--- src/rtl/bsl_pkg.sv ---
// ----------------------------------------------------------------------------
// Bounded sequential list package
// Shared widths, command and status codes, and the queued command word.
// ----------------------------------------------------------------------------
package bsl_pkg;

  localparam int unsigned CAPACITY_DEFAULT = 16;
  localparam int unsigned QUEUE_DEPTH      = 2;

  localparam int unsigned CMD_W    = 3;
  localparam int unsigned POS_W    = 5;
  localparam int unsigned VAL_W    = 32;
  localparam int unsigned STATUS_W = 3;
  localparam int unsigned FIDX_W   = 4;
  localparam int unsigned ECNT_W   = 5;

  typedef enum logic [CMD_W-1:0] {
    OP_PUSH_BACK  = 3'd0,
    OP_PUSH_FRONT = 3'd1,
    OP_POP_BACK   = 3'd2,
    OP_POP_FRONT  = 3'd3,
    OP_INSERT     = 3'd4,
    OP_ERASE      = 3'd5,
    OP_FIND       = 3'd6,
    OP_READ       = 3'd7
  } op_e;

  typedef enum logic [STATUS_W-1:0] {
    STS_OK        = 3'd0,
    STS_FULL      = 3'd1,
    STS_EMPTY     = 3'd2,
    STS_BAD_POS   = 3'd3,
    STS_NOT_FOUND = 3'd4
  } status_e;

  typedef struct packed {
    op_e                     op;
    logic [POS_W-1:0]        position;
    logic signed [VAL_W-1:0] value;
  } cmd_t;

endpackage

--- src/rtl/bsl_front.sv ---
// ----------------------------------------------------------------------------
// Bounded sequential list front end
// Accepts input words, decodes the command and hands them to the queue.
// ----------------------------------------------------------------------------
module bsl_front (
  input  logic                           clk_i,
  input  logic                           rst_ni,
  input  logic                           in_valid_i,
  output logic                           in_ready_o,
  input  logic [bsl_pkg::CMD_W-1:0]      cmd_i,
  input  logic [bsl_pkg::POS_W-1:0]      position_i,
  input  logic signed [bsl_pkg::VAL_W-1:0] item_value_i,
  output logic                           push_valid_o,
  input  logic                           push_ready_i,
  output bsl_pkg::cmd_t                  push_word_o
);
  import bsl_pkg::*;

  logic valid_q, valid_d;
  cmd_t word_q, word_d;
  logic in_fire;

  assign in_ready_o = !valid_q || push_ready_i;
  assign in_fire    = in_valid_i && in_ready_o;

  always_comb begin
    valid_d = valid_q;
    word_d  = word_q;
    if (valid_q && push_ready_i) begin
      valid_d = 1'b0;
    end
    if (in_fire) begin
      valid_d         = 1'b1;
      word_d.op       = op_e'(cmd_i);
      word_d.position = position_i;
      word_d.value    = item_value_i;
    end
  end

  always_ff @(posedge clk_i or negedge rst_ni) begin
    if (!rst_ni) begin
      valid_q <= 1'b0;
    end else begin
      valid_q <= valid_d;
    end
  end

  always_ff @(posedge clk_i) begin
    word_q <= word_d;
  end

  assign push_valid_o = valid_q;
  assign push_word_o  = word_q;

endmodule

--- src/rtl/bsl_fifo.sv ---
// ----------------------------------------------------------------------------
// Bounded sequential list command queue
// Short queue of decoded command words between front end and back end.
// ----------------------------------------------------------------------------
module bsl_fifo (
  input  logic          clk_i,
  input  logic          rst_ni,
  input  logic          push_valid_i,
  output logic          push_ready_o,
  input  bsl_pkg::cmd_t push_word_i,
  output logic          pop_valid_o,
  input  logic          pop_ready_i,
  output bsl_pkg::cmd_t pop_word_o
);
  import bsl_pkg::*;

  localparam int unsigned PTR_W = (QUEUE_DEPTH > 1) ? $clog2(QUEUE_DEPTH) : 1;
  localparam int unsigned LVL_W = $clog2(QUEUE_DEPTH + 1);

  cmd_t             slot_q [QUEUE_DEPTH];
  logic [PTR_W-1:0] wr_ptr_q, wr_ptr_d;
  logic [PTR_W-1:0] rd_ptr_q, rd_ptr_d;
  logic [LVL_W-1:0] level_q, level_d;
  logic             push_fire, pop_fire;

  assign push_ready_o = (level_q != LVL_W'(QUEUE_DEPTH));
  assign pop_valid_o  = (level_q != '0);
  assign pop_word_o   = slot_q[rd_ptr_q];
  assign push_fire    = push_valid_i && push_ready_o;
  assign pop_fire     = pop_valid_o && pop_ready_i;

  always_comb begin
    wr_ptr_d = wr_ptr_q;
    rd_ptr_d = rd_ptr_q;
    level_d  = level_q;
    if (push_fire) begin
      wr_ptr_d = (wr_ptr_q == PTR_W'(QUEUE_DEPTH - 1)) ? '0 : wr_ptr_q + 1'b1;
    end
    if (pop_fire) begin
      rd_ptr_d = (rd_ptr_q == PTR_W'(QUEUE_DEPTH - 1)) ? '0 : rd_ptr_q + 1'b1;
    end
    if (push_fire && !pop_fire) begin
      level_d = level_q + 1'b1;
    end else if (pop_fire && !push_fire) begin
      level_d = level_q - 1'b1;
    end
  end

  always_ff @(posedge clk_i or negedge rst_ni) begin
    if (!rst_ni) begin
      wr_ptr_q <= '0;
      rd_ptr_q <= '0;
      level_q  <= '0;
    end else begin
      wr_ptr_q <= wr_ptr_d;
      rd_ptr_q <= rd_ptr_d;
      level_q  <= level_d;
    end
  end

  always_ff @(posedge clk_i) begin
    if (push_fire) begin
      slot_q[wr_ptr_q] <= push_word_i;
    end
  end

endmodule

--- src/rtl/bsl_back.sv ---
// ----------------------------------------------------------------------------
// Bounded sequential list back end
// Holds the entry memory and count, runs each command as a short sequence
// of memory moves, and registers the result word.
// ----------------------------------------------------------------------------
module bsl_back #(
  parameter int unsigned CAPACITY = bsl_pkg::CAPACITY_DEFAULT
) (
  input  logic                             clk_i,
  input  logic                             rst_ni,
  input  logic                             q_valid_i,
  output logic                             q_ready_o,
  input  bsl_pkg::cmd_t                    q_word_i,
  output logic                             out_valid_o,
  input  logic                             out_ready_i,
  output logic [bsl_pkg::STATUS_W-1:0]     status_o,
  output logic [bsl_pkg::FIDX_W-1:0]       found_index_o,
  output logic signed [bsl_pkg::VAL_W-1:0] read_value_o,
  output logic [bsl_pkg::ECNT_W-1:0]       entry_count_o
);
  import bsl_pkg::*;

  localparam int unsigned AW   = (CAPACITY > 1) ? $clog2(CAPACITY) : 1;
  localparam int unsigned CW   = $clog2(CAPACITY + 1);
  localparam int unsigned CMPW = (CW > POS_W) ? CW : POS_W;

  typedef enum logic [8:0] {
    ST_IDLE     = 9'b000000001,
    ST_UP_RD    = 9'b000000010,
    ST_UP_WR    = 9'b000000100,
    ST_DN_RD    = 9'b000001000,
    ST_DN_WR    = 9'b000010000,
    ST_SCAN     = 9'b000100000,
    ST_SCAN_CMP = 9'b001000000,
    ST_RD_WAIT  = 9'b010000000,
    ST_DONE     = 9'b100000000
  } state_e;

  state_e                  state_q, state_d;
  cmd_t                    cmd_q, cmd_d;
  logic [CW-1:0]           cnt_q, cnt_d;
  logic [CW-1:0]           idx_q, idx_d;
  logic [CW-1:0]           tgt_q, tgt_d;
  status_e                 sts_q, sts_d;
  logic [FIDX_W-1:0]       fidx_q, fidx_d;
  logic signed [VAL_W-1:0] rval_q, rval_d;

  logic                    out_valid_q, out_valid_d;
  logic [STATUS_W-1:0]     out_sts_q, out_sts_d;
  logic [FIDX_W-1:0]       out_fidx_q, out_fidx_d;
  logic signed [VAL_W-1:0] out_rval_q, out_rval_d;
  logic [ECNT_W-1:0]       out_cnt_q, out_cnt_d;

  logic signed [VAL_W-1:0] mem [CAPACITY];
  logic signed [VAL_W-1:0] mem_rdata_q;
  logic                    mem_we;
  logic [AW-1:0]           mem_waddr;
  logic [AW-1:0]           mem_raddr;
  logic signed [VAL_W-1:0] mem_wdata;

  logic [CW-1:0]           idx_m1, idx_p1;
  logic [CMPW-1:0]         pos_x, cnt_x;
  logic                    full;

  assign idx_m1    = idx_q - 1'b1;
  assign idx_p1    = idx_q + 1'b1;
  assign pos_x     = CMPW'(q_word_i.position);
  assign cnt_x     = CMPW'(cnt_q);
  assign full      = (cnt_q >= CW'(CAPACITY));
  assign q_ready_o = (state_q == ST_IDLE);

  always_comb begin
    state_d     = state_q;
    cmd_d       = cmd_q;
    cnt_d       = cnt_q;
    idx_d       = idx_q;
    tgt_d       = tgt_q;
    sts_d       = sts_q;
    fidx_d      = fidx_q;
    rval_d      = rval_q;
    mem_we      = 1'b0;
    mem_waddr   = idx_q[AW-1:0];
    mem_wdata   = mem_rdata_q;
    mem_raddr   = idx_q[AW-1:0];
    out_valid_d = out_valid_q && !out_ready_i;
    out_sts_d   = out_sts_q;
    out_fidx_d  = out_fidx_q;
    out_rval_d  = out_rval_q;
    out_cnt_d   = out_cnt_q;

    case (state_q)
      ST_IDLE: begin
        if (q_valid_i) begin
          cmd_d   = q_word_i;
          sts_d   = STS_OK;
          fidx_d  = '0;
          rval_d  = '0;
          state_d = ST_DONE;
          case (q_word_i.op)
            OP_PUSH_BACK: begin
              if (full) begin
                sts_d = STS_FULL;
              end else begin
                mem_we    = 1'b1;
                mem_waddr = cnt_q[AW-1:0];
                mem_wdata = q_word_i.value;
                cnt_d     = cnt_q + 1'b1;
              end
            end
            OP_PUSH_FRONT: begin
              if (full) begin
                sts_d = STS_FULL;
              end else begin
                idx_d   = cnt_q;
                tgt_d   = '0;
                state_d = ST_UP_RD;
              end
            end
            OP_POP_BACK: begin
              if (cnt_q == '0) begin
                sts_d = STS_EMPTY;
              end else begin
                cnt_d = cnt_q - 1'b1;
              end
            end
            OP_POP_FRONT: begin
              if (cnt_q == '0) begin
                sts_d = STS_EMPTY;
              end else begin
                idx_d   = '0;
                state_d = ST_DN_RD;
              end
            end
            OP_INSERT: begin
              if (pos_x > cnt_x) begin
                sts_d = STS_BAD_POS;
              end else if (full) begin
                sts_d = STS_FULL;
              end else begin
                idx_d   = cnt_q;
                tgt_d   = CW'(q_word_i.position);
                state_d = ST_UP_RD;
              end
            end
            OP_ERASE: begin
              if (pos_x >= cnt_x) begin
                sts_d = STS_BAD_POS;
              end else begin
                idx_d   = CW'(q_word_i.position);
                state_d = ST_DN_RD;
              end
            end
            OP_FIND: begin
              idx_d   = '0;
              state_d = ST_SCAN;
            end
            OP_READ: begin
              if (pos_x >= cnt_x) begin
                sts_d = STS_BAD_POS;
              end else begin
                mem_raddr = AW'(q_word_i.position);
                state_d   = ST_RD_WAIT;
              end
            end
            default: begin
              sts_d = STS_OK;
            end
          endcase
        end
      end
      ST_UP_RD: begin
        if (idx_q == tgt_q) begin
          mem_we    = 1'b1;
          mem_waddr = tgt_q[AW-1:0];
          mem_wdata = cmd_q.value;
          cnt_d     = cnt_q + 1'b1;
          state_d   = ST_DONE;
        end else begin
          mem_raddr = idx_m1[AW-1:0];
          state_d   = ST_UP_WR;
        end
      end
      ST_UP_WR: begin
        mem_we    = 1'b1;
        mem_waddr = idx_q[AW-1:0];
        idx_d     = idx_m1;
        state_d   = ST_UP_RD;
      end
      ST_DN_RD: begin
        if (idx_p1 >= cnt_q) begin
          cnt_d   = cnt_q - 1'b1;
          state_d = ST_DONE;
        end else begin
          mem_raddr = idx_p1[AW-1:0];
          state_d   = ST_DN_WR;
        end
      end
      ST_DN_WR: begin
        mem_we    = 1'b1;
        mem_waddr = idx_q[AW-1:0];
        idx_d     = idx_p1;
        state_d   = ST_DN_RD;
      end
      ST_SCAN: begin
        if (idx_q >= cnt_q) begin
          sts_d   = STS_NOT_FOUND;
          state_d = ST_DONE;
        end else begin
          state_d = ST_SCAN_CMP;
        end
      end
      ST_SCAN_CMP: begin
        if (mem_rdata_q == cmd_q.value) begin
          fidx_d  = FIDX_W'(idx_q);
          state_d = ST_DONE;
        end else begin
          idx_d   = idx_p1;
          state_d = ST_SCAN;
        end
      end
      ST_RD_WAIT: begin
        rval_d  = mem_rdata_q;
        state_d = ST_DONE;
      end
      ST_DONE: begin
        if (!out_valid_q || out_ready_i) begin
          out_valid_d = 1'b1;
          out_sts_d   = sts_q;
          out_fidx_d  = fidx_q;
          out_rval_d  = rval_q;
          out_cnt_d   = ECNT_W'(cnt_q);
          state_d     = ST_IDLE;
        end
      end
      default: begin
        state_d = ST_IDLE;
      end
    endcase
  end

  always_ff @(posedge clk_i or negedge rst_ni) begin
    if (!rst_ni) begin
      state_q     <= ST_IDLE;
      cnt_q       <= '0;
      out_valid_q <= 1'b0;
    end else begin
      state_q     <= state_d;
      cnt_q       <= cnt_d;
      out_valid_q <= out_valid_d;
    end
  end

  always_ff @(posedge clk_i) begin
    cmd_q      <= cmd_d;
    idx_q      <= idx_d;
    tgt_q      <= tgt_d;
    sts_q      <= sts_d;
    fidx_q     <= fidx_d;
    rval_q     <= rval_d;
    out_sts_q  <= out_sts_d;
    out_fidx_q <= out_fidx_d;
    out_rval_q <= out_rval_d;
    out_cnt_q  <= out_cnt_d;
  end

  always_ff @(posedge clk_i) begin
    if (mem_we) begin
      mem[mem_waddr] <= mem_wdata;
    end
    mem_rdata_q <= mem[mem_raddr];
  end

  assign out_valid_o   = out_valid_q;
  assign status_o      = out_sts_q;
  assign found_index_o = out_fidx_q;
  assign read_value_o  = out_rval_q;
  assign entry_count_o = out_cnt_q;

`ifndef SYNTHESIS
  a_cnt_bound: assert property (@(posedge clk_i) disable iff (!rst_ni)
    cnt_q <= CW'(CAPACITY))
    else $error("entry count above capacity");

  a_waddr_range: assert property (@(posedge clk_i) disable iff (!rst_ni)
    mem_we |-> (CW'(mem_waddr) < CW'(CAPACITY)))
    else $error("memory write beyond capacity");

  a_done_no_write: assert property (@(posedge clk_i) disable iff (!rst_ni)
    (state_q == ST_DONE) |-> !mem_we)
    else $error("memory write while result pending");

  a_done_result: assert property (@(posedge clk_i) disable iff (!rst_ni)
    (state_q == ST_DONE && (!out_valid_q || out_ready_i))
      |=> (out_valid_q && state_q == ST_IDLE))
    else $error("result not registered on completion");
`endif

endmodule

--- src/rtl/bounded_sequential_list.sv ---
// ----------------------------------------------------------------------------
// Bounded sequential list
// Ordered list of up to CAPACITY signed 32-bit entries with push, pop,
// insert, erase, find and read commands, one result word per command.
// ----------------------------------------------------------------------------
// A command word passes a one-word input register and a two-word queue, then
// runs in the back end against an entry memory with one write and one
// registered read per cycle. Push back, pop back and refused commands go
// from idle straight to done; read passes a wait state for the memory read.
// Every entry moved by push front, insert, erase or pop front costs a read
// state, then a write state. Find compares one entry per scan and compare
// state pair, up to count entries. The result register frees the back end to
// start the next command while a result waits.
module bounded_sequential_list #(
  parameter int unsigned CAPACITY = bsl_pkg::CAPACITY_DEFAULT
) (
  input  logic                             clk_i,
  input  logic                             rst_ni,
  input  logic                             in_valid_i,
  output logic                             in_ready_o,
  input  logic [bsl_pkg::CMD_W-1:0]        cmd_i,
  input  logic [bsl_pkg::POS_W-1:0]        position_i,
  input  logic signed [bsl_pkg::VAL_W-1:0] item_value_i,
  output logic                             out_valid_o,
  input  logic                             out_ready_i,
  output logic [bsl_pkg::STATUS_W-1:0]     status_o,
  output logic [bsl_pkg::FIDX_W-1:0]       found_index_o,
  output logic signed [bsl_pkg::VAL_W-1:0] read_value_o,
  output logic [bsl_pkg::ECNT_W-1:0]       entry_count_o
);
  import bsl_pkg::*;

  logic push_valid, push_ready;
  cmd_t push_word;
  logic pop_valid, pop_ready;
  cmd_t pop_word;

  bsl_front u_front (
    .clk_i        (clk_i),
    .rst_ni       (rst_ni),
    .in_valid_i   (in_valid_i),
    .in_ready_o   (in_ready_o),
    .cmd_i        (cmd_i),
    .position_i   (position_i),
    .item_value_i (item_value_i),
    .push_valid_o (push_valid),
    .push_ready_i (push_ready),
    .push_word_o  (push_word)
  );

  bsl_fifo u_fifo (
    .clk_i        (clk_i),
    .rst_ni       (rst_ni),
    .push_valid_i (push_valid),
    .push_ready_o (push_ready),
    .push_word_i  (push_word),
    .pop_valid_o  (pop_valid),
    .pop_ready_i  (pop_ready),
    .pop_word_o   (pop_word)
  );

  bsl_back #(
    .CAPACITY (CAPACITY)
  ) u_back (
    .clk_i         (clk_i),
    .rst_ni        (rst_ni),
    .q_valid_i     (pop_valid),
    .q_ready_o     (pop_ready),
    .q_word_i      (pop_word),
    .out_valid_o   (out_valid_o),
    .out_ready_i   (out_ready_i),
    .status_o      (status_o),
    .found_index_o (found_index_o),
    .read_value_o  (read_value_o),
    .entry_count_o (entry_count_o)
  );

endmodule

--- config.mk ---
export PLATFORM = sky130hd
export DESIGN_NAME = bounded_sequential_list
export DESIGN_NICKNAME = d
export VERILOG_FILES = /design/src/rtl/bsl_pkg.sv /design/src/rtl/bsl_front.sv /design/src/rtl/bsl_fifo.sv /design/src/rtl/bsl_back.sv /design/src/rtl/bounded_sequential_list.sv
export SDC_FILE = /design/constraint.sdc
export NUM_CORES = 1
export LEC_CHECK = 0
export ABC_CLOCK_PERIOD_IN_PS = 4600
export BUFFER_PORTS_ARGS = -buffer_cell sky130_fd_sc_hd__buf_2
export CAP_MARGIN = 15
export CORE_ASPECT_RATIO = 1.75
export CORE_MARGIN = 8
export CORE_UTILIZATION = 35
export CTS_BUF_LIST = sky130_fd_sc_hd__clkbuf_8
export DETAILED_ROUTE_END_ITERATION = 7
export HOLD_SLACK_MARGIN = 0.08
export PLACE_DENSITY = 0.52
export RECOVER_POWER = 50
export SETUP_SLACK_MARGIN = 0.02
export SYNTH_ARGS = -nofsm -noshare
export SYNTH_HDL_FRONTEND = slang
export SYNTH_HIERARCHICAL = 1
export SYNTH_SLANG_ARGS = --single-unit
export TNS_END_PERCENT = 100
--- constraint.sdc ---
create_clock -name clk_i -period 4.6 [get_ports clk_i]
set_input_delay 0.46 -clock clk_i [delete_from_list [all_inputs] [get_ports clk_i]]
set_output_delay 0.46 -clock clk_i [all_outputs]
set_load 0.01 [all_outputs]
==> results.md <==
* Outcome: complete, but fails checks
* Violated checks: capacitance limit, slew limit
* Area leader, netlist: edfxtp_1
* Relative slew slack at -137%
* Total CTS buffers at roughly 110
* Crit path max-delay family: simple AND/OR/NAND/NOR gates
* Port Buf Inserts at 89
* Worst-Margin Slew at between 3 and 4 ns
* Sequential area share after synthesis at 72.6%
* FF-to-FF path depth at 10
* Largest net degree at the start of global routing at a little under 70
* Avg Vias per Cell at approximately 5
* Bufs and invs on worst path at 1
* Worst vdd ir at ~0.45 mV
* WS Path Type: flop to flop
* Post-DRT Antenna Nets at 0
* GRT Residual Overflow at 0
* Gates resized, CTS repair at 0
* Clock buffer depth at 3
* CP arrival at about 4.8 ns
* Commonest register cell after synthesis: edfxtp_1
* DRC at 0
* Worst skew pair latency at between 0.7 and 0.8 ns
* Die Footprint at 104000 um2
* Die Ht at 422 um
* Cell Chain, Critical Path: mux2_1, nor2_1, nand2_1, nor2_1, mux2i_1, a21oi_1, a21boi_0, nand2_1, nor2_4, buf_12
* Mapped Nets at 1957
* CTS H-tree lvls at 3
* Data required, critical path at 5.06 ns
* Core box area at between 90000 and 100000 um2
* RD Place Congestion at approximately 0.9
* CTS tree: yes
* Placed wire-length estimate at 50200 um
* EDFF count, synth at roughly 760
* CP Depth at 10
* Peak Freq at 233 MHz
* Synth top area cells: edfxtp_1 69%, mux2i_1 14%, dfxtp_1 1.9%, mux2_4 1.8%, dfrtp_1 1.4%
* Syn Std Cell Area at 32900 um2
* Fraction of registers with async set or reset after synthesis at 2.47%
* Fillcell total at around 8600
* GRT Util Overall at about 16%
* Power per cell area at a little under 700 nW/um2
* Commonest cells in the netlist: 757 x edfxtp_1, 474 x mux2i_1, 95 x nand2_1
* First DRT Iteration DRCs at about 940
* # setup viols final at 0
* Initial Utilization at approximately a third
* Vias at 17100
* Crit. End Element: flop
* Worst hold path type: primary input to flop
* Most common cell in the netlist: edfxtp_1
* Min Tclk post-route at 4.30 ns
* YS warnings at 6
* Slew Limit Fails at 156
* TNS Setup at 0 ns
* Synth Register Bits at between 800 and 900
* Pwr Total at ~26 mW
* Final worst path period share at approximately 93%
* Site Rows at roughly 150
* Hold Vio Cnt, Final at 0
* Post-CTS setup buffers at 0
* Syn Inst Count at between 1500 and 2000
* Drt first pass iters at 5
* IO Count at 90
* Die Wd at between 200 and 250 um
* Global-route wire length before repair at around 120000 um
* Share of the synthesized area in the top cell type at between 60% and 70%
* Number of max-cap violations at 5
* Multi-input gate area at 8390 um2
* RSZ-0062 raised after global routing: no
* Unique masters post-synth at between 60 and 70
* Share of cells above drive strength 1 at between 10% and 20%
* Hold path cells at 2
* Critical Path Max Stage Delay at 0.66 ns
* Startpoint class of the critical path: flop
* Final nets at about 2200
* CTS Root Cell: clkbuf_8
* Vias in the first global route at approximately 18000
* Initial antenna violation count at 1
* LEAKAGE at about 14 nW
* Reg clk slew, reported paths at around 0.07 ns
* Reg area at roughly 24000 um2
* Crit-path slowest cell: dfrtp_1
* Clk_skew at between 0.04 and 0.05 ns
* Detailed Route WL at 81800 um
* Syn Area/Cell at around 17 um2
* DR WL/cell at ~24 um
* Critical path fanouts, max at 11
* CTS Hold Buffers Added at 43
* Area growth syn-to-layout at 15.4%
* Sink Count at between 800 and 900
[sequential cells by signal (all words and copies together), names as in the netlist, 2 cells and up]
| register | count |
|---|---|
| u_back/tgt_q | 5 |
| u_back/read_value_o | 32 |
| u_back/idx_q | 5 |
| u_back/rval_q | 32 |
| u_back/cnt_q | 5 |
| u_back/status_o | 3 |
| u_back/cmd_q | 32 |
| u_front/push_word_o | 40 |
| u_back/entry_count_o | 5 |
| u_back/found_index_o | 4 |
| u_back/mem | 512 |
| u_back/sts_q | 3 |
| u_fifo/slot_q | 80 |
| u_back/mem_rdata_q | 32 |
| u_fifo/level_q | 2 |
| u_back/fidx_q | 4 |
| u_back/state_q | 9 |
[path summary, 6_finish.rpt]
kind / from / end / slack (ns)
worst min-delay path: item_value_i[29] / u_front/push_word_o[29] / 0.41
max in group asynchronous: rst_ni / u_back/cnt_q[2] / 3.33
min in group asynchronous: rst_ni / u_back/cnt_q[4] / 0.51
worst min register to register: u_back/rval_q[31] / u_back/read_value_o[31] / 0.42
worst max register to register: u_fifo/rd_ptr_q / u_back/mem[2][17] / 0.30
worst max-delay path: u_fifo/rd_ptr_q / u_back/mem[2][17] / 0.30
[cells in the final DEF, fill, tap and decap left out, drive strengths merged, types with 3 or more instances in the layout]
master       Yosys  layout
a21o             6       6
o21ai           11      11
nand2           96      96
nor4            12      12
a22oi           33      33
a221oi           6       6
edfxtp         757     757
o22ai            7       7
clkbuf          20     184
or2              3       3
clkinv           1      52
bufinv           0      10
a31oi            6       6
mux4             4       4
dlygate4sd3      0      43
dfrtp           19      19
nand4            6       6
nand3            9       9
buf             62      96
nand2b          10      10
xnor2           11      11
mux2i          474     474
mux2            40      40
ha              20      20
and2            47      47
dfxtp           32      32
nor2b           11      11
a22o             3       3
a21oi           27      27
inv             17      38
nor2            52      52
nor3b            5       5
clkinvlp         0       8
xor2            42      42
a211oi           6       6
nor3            10      10
[stage by stage]
| step | setup WS (ns) | utilization (%) | hold slack, ns | area (um2) | instances |
|---|---|---|---|---|---|
| after floorplan | 0.345 | - | 0.164 | 32900 | 1893 |
| after global placement | 0.513 | 37.8 | 0.402 | 35500 | 3177 |
| after detailed placement | 0.409 | 37.8 | 0.405 | 35500 | 3177 |
| after CTS | 0.373 | 40.8 | 0.144 | 38200 | 3431 |
| after global routing | 0.0536 | 40.5 | 0.354 | 38000 | 3433 |
| final | 0.304 | 40.5 | 0.411 | 38000 | 3434 |
[logic make-up (layout without fill, tap and decap cells)]
logic type,Yosys count,count (layout),share of synthesized area [%]
AOI/OAI and AO/OA,119,119,2.45
muxes,518,518,16.5
other,0,2,0
xor gates and xnor gates,53,53,1.41
buffers and inverters,100,431,2.02
and+or+nand+nor,273,273,4.23
DFF,809,809,72.6
adders and majority gates,21,21,0.791
[cell type report]
| cell class | instances | share of cell area, % |
|---|---|---|
| Inverter | 18 | 0.181 |
| Tap cell | 1208 | 3.98 |
| Multi-Input combinational cell | 984 | 22.1 |
| Timing Repair Buffer | 202 | 4.68 |
| Antenna cell | 2 | 0.0132 |
| Clock inverter | 90 | 1.79 |
| Clock buffer | 121 | 4.39 |
| Sequential cell | 809 | 62.9 |
[worst register-to-register path, cell delays in order, from the launching register on]
cell	delay, ns
dfrtp_1	0.66
mux2_1	0.57
nor2_1	0.39
nand2_1	0.19
nor2_1	0.15
mux2i_1	0.33
a21oi_1	0.32
a21boi_0	0.27
nand2_1	0.29
nor2_4	0.59
buf_12	0.26
[per-layer routing]
| layer | track usage [%] | share of wire [%] | wire [um] |
|---|---|---|---|
| met2 | 28.6 | 54 | 44000 |
| met4 | 6.08 | 3.1 | 2570 |
| met3 | 2.46 | 4.0 | 3240 |
| met5 | 0 | 0 | 0 |
| met1 | 17.6 | 39 | 32100 |
[power by group]
| part | internal (mW) | leakage (nW) | switching [mW] |
|---|---|---|---|
| logic | 3.73 | 5.09 | 5.92 |
| registers | 10.3 | 7.44 | 0.672 |
| clock network | 3.01 | 1.26 | 2.78 |
No activity file was read; power rests on OpenSTA's default activity.
